$ cat config.mk
export PLATFORM = sky130hd
export DESIGN_NAME = ljpf_mul
export DESIGN_NICKNAME = d
export VERILOG_FILES = /design/src/sv/ljpf_mul.sv
export SDC_FILE = /design/constraint.sdc
export NUM_CORES = 2
export LEC_CHECK = 0
export ABC_CLOCK_PERIOD_IN_PS = 8000
export BUFFER_PORTS_ARGS = -buffer_cell sky130_fd_sc_hd__buf_2
export CAP_MARGIN = 20
export CORE_AREA = 2 2 291 293
export CTS_CLUSTER_DIAMETER = 30
export DETAILED_ROUTE_END_ITERATION = 8
export DIE_AREA = 0 0 293 295
export PLACE_DENSITY = 0.65
export SETUP_SLACK_MARGIN = 0.15
export SYNTH_ARGS = -nofsm -noshare
export SYNTH_HDL_FRONTEND = slang
export SYNTH_SLANG_ARGS = --single-unit
$ cat constraint.sdc
create_clock -name clk_i -period 8 [get_ports clk_i]
set_input_delay 0 -clock clk_i [delete_from_list [all_inputs] [get_ports clk_i]]
set_output_delay 0 -clock clk_i [all_outputs]
set_load 0.005 [all_outputs]
$ cat src/sv/ljpf_mul.sv
// Two-stage unsigned multiplier: 32x32 partial products, then a registered sum.
// No dependencies.
module ljpf_mul #(
  parameter int AW = 32,
  parameter int BW = 32
) (
  input  logic            clk_i,
  input  logic            en_i,
  input  logic [AW-1:0]   a_i,
  input  logic [BW-1:0]   b_i,
  output logic [AW+BW-1:0] p_o
);
  localparam int NA = (AW + 31) / 32;
  localparam int NB = (BW + 31) / 32;
  localparam int SW = (NA + NB) * 32;

  logic [NA*32-1:0] a_pad;
  logic [NB*32-1:0] b_pad;
  logic [63:0]      pp_q [NA*NB];
  logic [SW-1:0]    acc;
  logic [AW+BW-1:0] p_q;

  assign a_pad = (NA*32)'(a_i);
  assign b_pad = (NB*32)'(b_i);

  always_ff @(posedge clk_i) begin
    if (en_i) begin
      for (int i = 0; i < NA; i++) begin
        for (int j = 0; j < NB; j++) begin
          pp_q[i*NB+j] <= a_pad[i*32 +: 32] * b_pad[j*32 +: 32];
        end
      end
    end
  end

  always_comb begin
    acc = '0;
    for (int i = 0; i < NA; i++) begin
      for (int j = 0; j < NB; j++) begin
        acc = acc + (SW'(pp_q[i*NB+j]) << (32 * (i + j)));
      end
    end
  end

  always_ff @(posedge clk_i) begin
    if (en_i) begin
      p_q <= acc[AW+BW-1:0];
    end
  end

  assign p_o = p_q;
endmodule

# Yosys cells after proc, flatten, opt, wreduce, memory -nomap -nowiden
# Memories as Yosys holds them, arrays and structs flattened. A register that Yosys moved wholly into a read port is not among the register bits.
# Cells that the tools add are included.
# Widths: inputs -> output; s select.
[word_totals]
inputBits = 66
word_cells = 4
ramBits = 64
register_bits = 0
mem_count = 1
[classes]
n_mux = 2
n_mul = 1
[mem_list]
columns = ["name", "words", "width", "rd", "rd_clocked_by_memory_dff", "wr", "line_no", "text"]
rows = [
  ["pp_q", 1, 64, 1, 1, 1, "19", "logic [63:0] pp_q [NA*NB];"],
]
[op_table]
columns = ["op", "count"]
rows = [
  ["$mul 32x32->64", 1],
  ["$mux 1", 2],
]

# Depth between registers and ports, before layout
[depth]
word_depth = 2
depth_mapped = 29
mapped_depth_nobuf = 28

# Worst setup path before layout
# No wires, ideal clock.
[synth_timing]
path_type = "input to register"
from = "input b_i[9]"
to = "memory pp_q[0][60] (data pin)"
path_stages = 26
required_time_ps = 7738
setup_slack_ps = 679
t_arrival_ps = 7059
cell_sequence = "clkbuf_1 > nand2_1 > fa_1 > inv_1 > fa_1 > inv_1 > fa_1 > inv_1 > fa_1 > fa_1 > fa_1 > fa_1 > inv_1 > fa_1 > inv_1 > ha_1 > and3_1 > and3_2 > and2_4 > a2111o_1 > a32oi_1 > a31oi_1 > a221o_1 > a221oi_1 > o21ai_1 > xor2_1"
[synth_between]
elab_chain_len = 1
[synth_lines]
columns = ["element", "line_no", "text"]
rows = [
  ["start, declared", "10", "input logic [BW-1:0] b_i,"],
  ["$mul 32x32->64", "30", "pp_q[i*NB+j] <= a_pad[i*32 +: 32] * b_pad[j*32 +: 32];"],
  ["end, declared", "19", ""],
]
# Every way passes these cells.

# Final worst setup path
[layout_timing]
from = "input b_i[7]"
to = "memory pp_q[0][57] (data pin)"
# The elaborated chain is that of the path after synthesis.

==> flow_summary.ini <==
[outcome]
run_status = completed

[floorplan]
io_pins = 130
die_w_um = 293
die_area_mm2 = 0.08644
core.rowCount = 106
die_h_um = 295
core_mm2 = 0.08316
initial_core_util_pct = 44.61

[clock_network]
cts_buffers = 17
cts_tree = yes
cts_setup_buffers = 0
cts_resized = 0
path_clk_slew_ps = 70
htreeDepth = 4
insertion_delay_ps = 420
clk_path_buf_depth = 2
cts-root-buf = clkbuf_16
clock-sinks = 128
cts_hold_buf = 0

[placed_design]
port-buffer-count = 129
preCtsSetupSlack_ps = 21.38
gp_congestion = 0.9176
dp_hpwl_mm = 80.99

[worst_setup_path]
cp-end-kind = flop
crit_required_ps = 8150
timing.rr.end = p_o[21]$_DFFE_PP_
timing.rr.start = pp_q[0][21]$_DFFE_PP_
worstPathMaxFanout = 20
cp_data_arrival_time_ps = 7730
rrSetupSlack_ps = 7290
startpoint = b_i[7]
path_class = input pin to flop
r2r_cells = 0
start_kind = input pin

[detailed_routing]
dr.first_iter.drc_count = 1235
postRouteAntennaNets = 0
wl_per_cell_um = 19.70
firstDrtPassIters = 5
drc = 0
num_vias = 25630
vias_per_cell = 5.174
drt_wl_total_mm = 97.55

[sta]
fmax_ghz = 0.1321
period_share_pct = 94.65
fin_crit_ps = 7572
hold_violations = 0
slew_headroom_pct = 40.99
worst_slack_ps = 428.3
clock_skew_ps = 9.774
setup_tns_ps = 0
grt_setup_unrepaired = false
worstMarginPinSlew_ps = 885.2
setup_viol = 0
drv_slew = 0

[finish]
nets = 5079
mostFrequentLayoutCell = fa_1
syn2layout_area_growth_pct = 7.490
fin_util_pct = 47.96
drive_above_1_share_pct = 7.991
mostFrequentLayoutCells = fa_1, inv_1, and2_1, nand2_1, ha_1

[synth]
avgSynthCellArea_um2 = 9.786
postSynthCellCount = 3791
synth_seq_cells = 128
ys_types = 71
synth-edff-count = 128
ys_warn_count = 0
syn_area_mm2 = 0.03710
synthArstFlopShare_pct = 0
synth_nets = 5016
synth_flop_cell = edfxtp_1
seq_area_frac_synth_pct = 10.36

[min_path]
whs_endpoint = p_o[53]$_DFFE_PP_
hold_path_startpoint = en_i
worstHoldPathType = input pin to flop
hold_depth = 1

[global_route]
grt_pass1_wl_mm = 156.4
grtUsageTotal_pct = 23.57
antenna_found_initial = 6
gr-total-overflow = 0
grt_pass1_vias = 28080
grt_start_max_net_pins = 73

[job]
max_cap_violations = 0
-- metrics by stage --
stage          area [µm²]  hold WS [ps]  std cells
2_1_floorplan       37100         112.5       3791
3_3_place_gp        39210         391.8       4915
3_5_place_dp        39210         390.8       4915
4_1_cts             39860         156.4       4947
5_1_grt             39870         168.8       4951
6_report            39880         151.5       4953
-- routing by layer --
layer | part of all wire [%] | vias to the layer above | track usage, %
li1 | - | 11200 | -
met1 | 39 | 13480 | 29.31
met2 | 52 | 742 | 42.21
met3 | 4.5 | 207 | 2.631
met4 | 4.4 | 0 | 8.981
met5 | 0 | - | 0
-- worst max path at each step --
stage,endpoint,slack [ps],cells after the start
5_1_grt,pp_q[0][60]$_DFFE_PP_,160,25
2_1_floorplan,pp_q[0][60]$_DFFE_PP_,680,26
6_report,pp_q[0][57]$_DFFE_PP_,430,27
4_1_cts,pp_q[0][60]$_DFFE_PP_,430,24
3_3_place_gp,pp_q[0][60]$_DFFE_PP_,100,24
3_5_place_dp,pp_q[0][60]$_DFFE_PP_,20,24
-- area by class of cell --
type / count / area (µm²)
Fill cell: 7763 / 43280
Multi-Input combinational cell: 2588 / 29130
Sequential cell: 128 / 3844
Inverter: 861 / 3232
Timing Repair Buffer: 258 / 1657
Tap cell: 1080 / 1351
Clock buffer: 17 / 425.4
Clock inverter: 15 / 221.5
Antenna cell: 6 / 15.01
-- worst max-delay path, cell delays in order --
cell,delay (ps)
buf_2,450
buf_4,300
and2_1,160
fa_1,430
fa_1,510
fa_1,530
inv_1,60
fa_1,470
inv_1,50
fa_1,500
inv_1,50
fa_1,540
inv_1,50
fa_1,500
fa_1,450
ha_1,320
buf_4,170
a21o_1,170
a21o_1,170
a21oi_1,170
o21ai_0,100
a31oi_1,260
a21oi_1,190
a31oi_1,470
o21ai_0,270
a21oi_1,240
xnor2_1,140
-- synthesized netlist by cell type (all sizes together) (7+ instances only) --
master  instances  share of area (%)
fa            896                 48
xor2           27               0.64
o21ai          40               0.54
a21oi          66               0.90
ha            263                8.9
nand3          11               0.16
inv           861                8.7
clkbuf        207                2.2
and2          601                 10
nor3            7              0.094
a21o           34               0.69
nand4          18               0.30
edfxtp        128                 10
nor2           31               0.31
nand2         473                4.8
a31oi          16               0.31
and3            9               0.16
o21bai          9               0.18
xnor2          35               0.83
-- flip-flops by register name (all words and copies together) (netlist names) --
signal  cells
pp_q       64
p_o        64
-- kinds of logic (layout without fill, tap and decap cells) --
kind of cell    Yosys count  after routing  share of synthesized area (%)
flops                   128            128                          10.36
fa+ha+maj              1159           1159                          57.22
simple gates           1164           1164                          16.24
buf+inv                1075           1151                          11.11
xor+xnor                 62             62                          1.464
compound gates          202            202                          3.582
mux                       1              1                        0.02698
other cells               0              6                              0
Power is left out: the tool's default activity adds up to more than one toggle a clock period on the data nets, which glitch-free logic cannot reach.
