## src/sv/ljpf_sqrt.sv

```systemverilog
// Pipelined integer square root, one root bit per stage.
// No dependencies.
module ljpf_sqrt #(
  parameter int XW = 36
) (
  input  logic                  clk_i,
  input  logic                  en_i,
  input  logic [XW-1:0]         x_i,
  output logic [(XW+1)/2-1:0]   root_o
);
  localparam int RW = (XW + 1) / 2;
  localparam int TW = 2 * RW + 2;

  logic [TW-1:0] rem_q  [RW+1];
  logic [RW-1:0] root_q [RW+1];
  logic [TW-1:0] rem_s  [RW];
  logic [RW-1:0] root_s [RW];
  logic [TW-1:0] rem_n  [RW];
  logic [RW-1:0] root_n [RW];

  always_comb begin
    rem_s[0]  = TW'(x_i);
    root_s[0] = '0;
    for (int i = 1; i < RW; i++) begin
      rem_s[i]  = rem_q[i];
      root_s[i] = root_q[i];
    end
    for (int i = 0; i < RW; i++) begin
      logic [TW-1:0] trial;
      trial = (TW'(root_s[i]) << (RW - i)) + (TW'(1) << (2 * (RW - 1 - i)));
      if (trial <= rem_s[i]) begin
        rem_n[i]  = rem_s[i] - trial;
        root_n[i] = root_s[i] | (RW'(1) << (RW - 1 - i));
      end else begin
        rem_n[i]  = rem_s[i];
        root_n[i] = root_s[i];
      end
    end
  end

  always_ff @(posedge clk_i) begin
    if (en_i) begin
      for (int i = 0; i < RW; i++) begin
        rem_q[i+1]  <= rem_n[i];
        root_q[i+1] <= root_n[i];
      end
    end
  end

  assign root_o = root_q[RW];
endmodule

```

## config.mk

```make
export PLATFORM = sky130hd
export DESIGN_NAME = ljpf_sqrt
export DESIGN_NICKNAME = d
export VERILOG_FILES = /design/src/sv/ljpf_sqrt.sv
export SDC_FILE = /design/constraint.sdc
export NUM_CORES = 1
export LEC_CHECK = 0
export ABC_AREA = 1
export BUFFER_PORTS_ARGS = -buffer_cell sky130_fd_sc_hd__buf_2
export CAP_MARGIN = 40
export CORE_MARGIN = 2
export CORE_UTILIZATION = 40
export CTS_CLUSTER_SIZE = 16
export DETAILED_ROUTE_END_ITERATION = 8
export MAX_ROUTING_LAYER = met4
export PLACE_DENSITY = 0.57
export SYNTH_ARGS = -nofsm -noshare
export SYNTH_HDL_FRONTEND = slang
export SYNTH_SLANG_ARGS = --single-unit
```

## constraint.sdc

```tcl
create_clock -name clk_i -period 2.8 [get_ports clk_i]
set_input_delay 0.14 -clock clk_i [delete_from_list [all_inputs] [get_ports clk_i]]
set_output_delay 0.14 -clock clk_i [all_outputs]
set_load 0.02 [all_outputs]
```

## After elaboration in Yosys (flattened, before gate mapping)

Memory sizes are Yosys's and may differ from the RTL's.
Index checks and enable logic that the tools add are counted.

| operators by class | value |
|---|---|
| bitwise logic cells | 0 |
| divide/modulo/power cells | 0 |
| mux-type cells | 38 |
| reduce and logical (&&, ||, !) cells | 0 |
| magnitude comparators | 18 |
| equality and inequality tests | 0 |
| $mul | 0 |
| shifts and indexed selects | 0 |
| add/subtract/negate cells | 35 |

Operator list:

| kind | number |
|---|---|
| 2-to-1 mux 38 bit | 18 |
| <= comparator 20 x 38 -> 1 bit | 1 |
| <= comparator 21 x 38 -> 1 bit | 1 |
| <= comparator 22 x 38 -> 1 bit | 1 |
| <= comparator 23 x 38 -> 1 bit | 1 |
| <= comparator 24 x 38 -> 1 bit | 1 |
| <= comparator 25 x 38 -> 1 bit | 1 |
| <= comparator 26 x 38 -> 1 bit | 1 |
| <= comparator 27 x 38 -> 1 bit | 1 |
| <= comparator 28 x 38 -> 1 bit | 1 |
| <= comparator 29 x 38 -> 1 bit | 1 |
| <= comparator 30 x 38 -> 1 bit | 1 |
| <= comparator 31 x 38 -> 1 bit | 1 |
| <= comparator 32 x 38 -> 1 bit | 1 |
| <= comparator 33 x 38 -> 1 bit | 1 |
| <= comparator 34 x 38 -> 1 bit | 1 |
| <= comparator 35 x 38 -> 1 bit | 1 |
| <= comparator 36 x 38 -> 1 bit | 1 |
| subtractor 38 x 20 -> 38 bit | 1 |
| subtractor 38 x 21 -> 38 bit | 1 |
| subtractor 38 x 22 -> 38 bit | 1 |
| subtractor 38 x 23 -> 38 bit | 1 |
| subtractor 38 x 24 -> 38 bit | 1 |
| subtractor 38 x 25 -> 38 bit | 1 |
| other kinds (48) | 50 |

| word-level totals | value |
|---|---|
| memory bits (read-only) | 0 |
| output and inout bits | 18 |
| bits in writable memories | 1,064 |
| bits of input ports | 38 |
| memories | 2 |
| register bits after elaboration | 0 |
| logic and storage cells | 93 |
| bits in latches | 0 |

Memories:

| memory | depth | bits a word | read ports | clocked after memory_dff | write ports | line | source |
|---|---|---|---|---|---|---|---|
| rem_q | 19 | 38 | 17 | 0 | 18 | 14 | `logic [TW-1:0] rem_q [RW+1];` |
| root_q | 19 | 18 | 18 | 0 | 18 | 15 | `logic [RW-1:0] root_q [RW+1];` |

## Depth between registers and ports, before layout

Gate-level depths: netlist of run 1.
An unclocked memory read counts as a cell.

| logic depth | value |
|---|---|
| depth after elaboration | 4 |
| gate-level depth with buffers | 15 |
| mapped depth without buffers | 15 |

## Worst setup path after synthesis of run 1

Ideal clock, no wire load.

| timing path | value |
|---|---|
| path kind | register to register |
| start point | memory rem_q[0][612] in the netlist's numbering |
| end point | memory rem_q[0][652] in the netlist's numbering, data pin |
| data arrival time | 1,829 ps |
| path buffers | 1 |
| required time | 2,543 ps |
| library setup time | 257 ps |
| period minus slack after synthesis | 2,086 ps |
| stages on the path, launching flop included | 12 |
| setup slack | 714 ps |
| cells stage by stage | edfxtp_1 ha_1 nand2_1 nor2_1 or2_4 nand3_2 nand2_2 nand2_1 nand3_4 inv_8 buf_6 o21ai_2 |

RTL lines:

| element | line |
|---|---|
| start, declared | 14 |

==> metrics.txt, run 1 <==
clk slew on worst S/H paths 0.06 ns; Hold Path Cell Cnt 2; Post-DP HPWL 88.9 mm; Max IR drop VDD 0.479 mV; largest family of logic cells by synthesized area simple AND/OR/NAND/NOR gates; Max Fclk 378 MHz; Final TNS setup 0 ns; ys flop type edfxtp_1; I/O Buffers 55; Global Route met1 Usage 0.263; Fill cells 10500; 1st-pass router iterations 5; Core Rows 122; Iteration-0 DRC Markers 2554; Synth cell types 53; Final #Nets 5315; Crit. Startpoint rem_q[0][620]; M2 GR Usage 0.343; drt via density 4.92; Synth Instances 4847; Hold Startpoint x_i[24]; die width 337 µm; via count of the first global-routing pass 32000; leak pwr 21.5 nW; ANT cells 0; CP peak stage delay 0.51 ns; global route hottest layer met2; Crit. End Element flop; ANT nets after route 0; grt ovf 0; most common cell after layout, fill and taps aside nand2_1; Max Clock Skew 0.0632 ns; worst-path maximum fanout 45; class of the worst hold path input port to flop; crit-path cells ha_1 > nand2_1 > inv_1 > nand2_1 > nand2_1 > a21oi_1 > nand2_2 > nand2_1 > nand3_4 > inv_8 > a21oi_2; sequential element share of the synthesized area 0.552; Synth Area in XOR/XNOR 0.0347; H-tree Lvls 3; largest net degree at the start of global routing 111; post-synthesis simple-gate area fraction 0.232; Synth Register Bits 816; Initial Util 0.402; sequential cell area 0.0245 mm²; Core Util, Final 0.459; gpl congestion 0.936; FF-to-FF path depth 11; outcome complete, no violations; worst skew pair latency 0.69 ns; stages on the worst setup path 11; synth warn 0; FF-to-FF End rem_q[0][675]; Post-synth EDFFs 816; initial antenna violation count 1; Reg2Reg Launch Point rem_q[0][620]; post-route DRC violation count 0; CTS Buf Count 91; cell taking the most area after synthesis edfxtp_1; Slew HR 0.557; Max Cap Viol 0; Compound-Gate Fraction of Synth Area 0.0607; mean post-synth cell area 9.15 µm²; Tmin final 2.65 ns; Syn Nets 5070; Tot GR Track Use 0.208; pwr dens 699 mW/mm²; Synth Area in Adders 0.0522; Chip Height 337 µm; grt met3 use 0.0263; Buf+Inv Stages, Crit Path 2; CP top delay family simple AND/OR/NAND/NOR gates; CTS tree done; slowest cell on the critical path edfxtp_1; mux cell area share after synthesis 0; Final Hold Viols 0; Mapped Area 0.0444 mm²; Yosys top cell area share 0.552; Slew Viols, Final 0; Synth area leaders edfxtp_1 55%, nand2_1 11%, inv_1 6.2%; Area Growth Syn to Fin 14.1%; measured slew at the worst slew-check pin 0.658 ns; Worst Hold Endpoint rem_q[0][62]; setup violators final 0; crit path DAT 3.06 ns; most frequent cells in the layout 1303 x nand2_1, 816 x edfxtp_1, 730 x inv_1; root buf cell clkbuf_16; WS Path Type flop to flop; first-pass GRT wire length 178 mm; Top-Level Pins 56; clock sink total 816; ys async rst share 0; crit share post-route 0.946; startpoint types flop; CTS max path bufs 3; RSZ-0062 raised after global routing false; Via Count 32800; die area 0.114 mm²; aggregate routed wire length 114 mm; Crit path top cell by count nand2_1; multi-input logic area 0.0169 mm²; core area 0.110 mm²; r2r setup slk 0.15 ns; Req. time, crit path 3.22 ns; wire per inst 17.1 µm; layout cell share with drive strength beyond 1 0.0798
routing by layer:
layer  vias to the layer above  share of wire  routed length [µm]
met1                     15300           0.44               50100
met4                         0          0.034                3900
li1                      16600              -                   -
met2                       710           0.48               54700
met3                       182          0.046                5190
met5                         -              0                   0
synth_stat cells (6+ instances only):
cell      number
nor2_4         6
nand2_1     1303
buf_6          7
xnor2_1       92
nor3_1        79
a21o_1         8
nand3b_1      39
a21oi_2       14
o21ai_1       21
nand2_2       23
nor4_1        39
o21ai_2       29
or2_2         16
nand3_1      229
nand4_1       98
ha_1         185
xor2_1        84
buf_2         20
nor2_1       545
o21bai_1      14
and2_1         8
a21oi_1      217
inv_1        730
a21boi_0       7
o21ai_0      146
nor2_2        11
edfxtp_1     816
final cells by class:
| class | instances | share of cell area |
|---|---|---|
| timing repair buffer | 188 | 0.0311 |
| clock buffer | 104 | 0.0459 |
| multi-input combinational | 3260 | 0.333 |
| tap | 1488 | 0.0368 |
| inverter | 735 | 0.0546 |
| sequential | 816 | 0.484 |
| clock inverter | 63 | 0.0145 |
metrics by stage:
step	total power, W	cells	area (µm²)	worst slack (ns)	hold WS (ns)
after floorplan	0.0210	4847	44400	0.714	0.239
after global placement	0.0234	6445	47100	-0.0928	0.317
after detailed placement	0.0235	6446	47100	-0.123	0.318
after CTS	0.0357	6652	50600	0.0546	0.103
after global routing	0.0373	6654	50600	0.00732	0.128
final	0.0354	6654	50600	0.151	0.151
sequential cells by signal, summed over array words and instances, names as in the netlist:
name    cells
root_q    171
rem_q     645
cells by family after synthesis:
family | after synthesis
other cells | 1
flops | 816
simple gates | 2421
fa+ha+maj | 185
compound gates | 477
buf+inv | 771
xor+xnor | 176
worst max-delay path by stage:
stage	slack (ns)	to
global placement	-0.09	rem_q[0][475]
detailed placement	-0.12	rem_q[0][473]
finish	0.15	rem_q[0][675]
global route	0.007	rem_q[0][477]
floorplan	0.71	rem_q[0][652]
CTS	0.05	rem_q[0][576]
what timing repair did:
action / 4_1_cts / 5_1_grt
pin swaps: 1 / 1
gates resized for setup: 1 / 4
setup endpoints to repair: 16 / 25
hold buffers: 38 / 0
setup buffers: 1 / 2
hold endpoints to repair: 59 / 0
power by group:
group	internal (W)	total [W]	switching, W
sequential	0.0152	0.0163	0.00109
clock	0.00690	0.0121	0.00516
combinational	0.00249	0.00705	0.00456
Note: power is estimated with default switching activity, not from simulation.
==> run 2: changes to the inputs <==
--- a/config.mk
+++ b/config.mk
@@ -9,5 +9,5 @@
 export BUFFER_PORTS_ARGS = -buffer_cell sky130_fd_sc_hd__buf_2
 export CAP_MARGIN = 40
-export CORE_MARGIN = 2
+export CORE_MARGIN = 8
 export CORE_UTILIZATION = 40
 export CTS_CLUSTER_SIZE = 16
==> constraint.sdc (replaced) <==
create_clock -name clk_i -period 2.8 [get_ports clk_i]
set_input_delay 0.42 -clock clk_i [delete_from_list [all_inputs] [get_ports clk_i]]
set_output_delay 0.42 -clock clk_i [all_outputs]
set_load 0.02 [all_outputs]
==> run 2 against run 1 <==
- sequential power about the same
- register-to-register slack about the same
- clock-buffer cell count unchanged
- critical path depth unchanged
- via count increased by 0.15%
- global-route usage decreased by 1.7 points
- final cell count increased by 0.23%
==> metrics.txt, run 2 (synthesis results as in run 1) <==
Req. time, crit path 3.26 ns (was 3.22 ns); CTS Buf Count 90 (was 91); slowest cell on the critical path edfxtp_1 (unchanged); clk slew on worst S/H paths 0.06 ns (about the same); worst skew pair latency 0.70 ns (was 0.69 ns); Area Growth Syn to Fin 14.6% (was 14.1%); crit path DAT 3.11 ns (was 3.06 ns); Hold Startpoint en_i (was x_i[24]); Iteration-0 DRC Markers 2419 (was 2554); largest net degree at the start of global routing 108 (was 111); via count of the first global-routing pass 32100 (was 32000); worst-path maximum fanout 36 (was 45); setup violators final 0 (unchanged); Chip Height 349 µm (was 337 µm); Final Hold Viols 0 (unchanged); die width 349 µm (was 337 µm); Slew HR 0.579 (was 0.557); root buf cell clkbuf_16 (unchanged); layout cell share with drive strength beyond 1 0.0824 (was 0.0798); Core Rows 122 (unchanged); core area 0.110 mm² (unchanged); ANT nets after route 0 (unchanged); Post-DP HPWL 90.2 mm (was 88.9 mm); Crit. Startpoint rem_q[0][542] (was rem_q[0][620]); startpoint types flop (unchanged); aggregate routed wire length 115 mm (was 114 mm); CP top delay family simple AND/OR/NAND/NOR gates (unchanged); measured slew at the worst slew-check pin 0.631 ns (was 0.658 ns); WS Path Type flop to flop (unchanged); Largest Register rem_q (unchanged); Tot GR Track Use 0.191 (was 0.208); CTS tree done (unchanged); outcome complete, no violations (unchanged); Max Fclk 377 MHz (was 378 MHz); Max IR drop VDD 0.585 mV (was 0.479 mV); drt via density 4.92 (about the same); CTS max path bufs 3 (unchanged); crit-path cells ha_1 > nand2_1 > inv_1 > nand3_1 > nor3_1 > buf_4 > nand3_1 > nand2_1 > nor2_4 > buf_12 > o21ai_0 (was ha_1 > nand2_1 > inv_1 > nand2_1 > nand2_1 > a21oi_1 > nand2_2 > nand2_1 > nand3_4 > inv_8 > a21oi_2); I/O Buffers 55 (unchanged); post-route DRC violation count 0 (unchanged); clock sink total 816 (unchanged); RSZ-0062 raised after global routing false (unchanged); initial antenna violation count 1 (unchanged); Core Util, Final 0.461 (was 0.459); die area 0.122 mm² (was 0.114 mm²); H-tree Lvls 3 (unchanged); gpl congestion 0.948 (was 0.936); Post-Place Setup Slack -0.105 ns (was -0.123 ns); Slew Viols, Final 0 (unchanged); total power 0.0357 W (was 0.0354 W); CP peak stage delay 0.41 ns (was 0.51 ns); biggest regs rem_q (645), root_q (171) (unchanged); Max Cap Viol 0 (unchanged); PnR worst setup slack 0.151 ns (about the same); class of the worst hold path input port to flop (unchanged); Tmin final 2.65 ns (about the same); most common cell after layout, fill and taps aside nand2_1 (unchanged); Via Count 32800 (about the same); Buf+Inv Stages, Crit Path 3 (was 2); most frequent cells in the layout 1303 x nand2_1, 816 x edfxtp_1, 730 x inv_1 (unchanged); Max Clock Skew 0.0631 ns (was 0.0632 ns); wire per inst 17.2 µm (was 17.1 µm); Initial Util 0.402 (unchanged); leak pwr 21.6 nW (was 21.5 nW); pwr dens 702 mW/mm² (was 699 mW/mm²); grt ovf 0 (unchanged); first-pass GRT wire length 179 mm (was 178 mm); max FFs per register 645 (unchanged); 1st-pass router iterations 6 (was 5); Crit. End Element flop (unchanged); Final #Nets 5328 (was 5315); crit share post-route 0.946 (about the same); Top-Level Pins 56 (unchanged); Reg2Reg Launch Point rem_q[0][542] (was rem_q[0][620])
-- run 2: cell types whose count changed in the layout (fill, tap and decap cells not counted), moves of 2 or more --
cell and change:
buf_12 +5, clkinv_1 -3, ha_4 -2, clkinv_4 -2
buf_4 +11, ha_1 +2, bufinv_16 +4
-- run 2: what timing repair did --
| item | 4_1_cts | 5_1_grt |
|---|---|---|
| hold buffers | 37 | 0 |
| hold endpoints to repair | 37 | 0 |
| resized for setup | 1 | 2 |
| setup buffers | 0 | 1 |
| pin swaps | 1 | 1 |
| endpoints found under the setup margin | 21 | 21 |
-- run 2: metrics by stage --
step	cell area [µm²]	setup TNS, ns	hold slack (ns)	cells
after floorplan	44400	0	0.417	4847
after global placement	47300	-2.52	0.431	6461
after detailed placement	47300	-1.24	0.429	6463
after CTS	50800	0	0.0984	6667
after global routing	50900	0	0.121	6668
final	50900	0	0.141	6669
-- run 2: area by class of cell --
cell class / instances / area, µm²
fill: 10500 / 59500
inverter: 735 / 2770
timing repair buffer: 202 / 1720
sequential: 816 / 24500
clock buffer: 104 / 2300
tap: 1488 / 1860
multi-input combinational: 3260 / 16900
antenna: 1 / 2.50
clock inverter: 63 / 843
-- run 2: final timing paths --
kind | end | slack (ns) | cells past startpoint
min reg2reg | rem_q[0][501] | 0.42 | 0
max | rem_q[0][577] | 0.15 | 11
min | rem_q[0][415] | 0.14 | 1
max reg2reg | rem_q[0][577] | 0.15 | 11
-- run 2: power by group --
part	leakage [nW]	internal, W	switching, W
Combinational	12.3	0.00249	0.00455
Sequential	7.82	0.0152	0.00110
Clock	1.49	0.00722	0.00514
Total	21.6	0.0249	0.0108
-- run 2: routing by layer --
metal	vias up	track usage	wire length (µm)
met3	165	0.0229	4710
met2	688	0.328	56100
li1	16700	-	-
met1	15300	0.238	50800
met4	0	0.0530	2890
met5	-	-	0
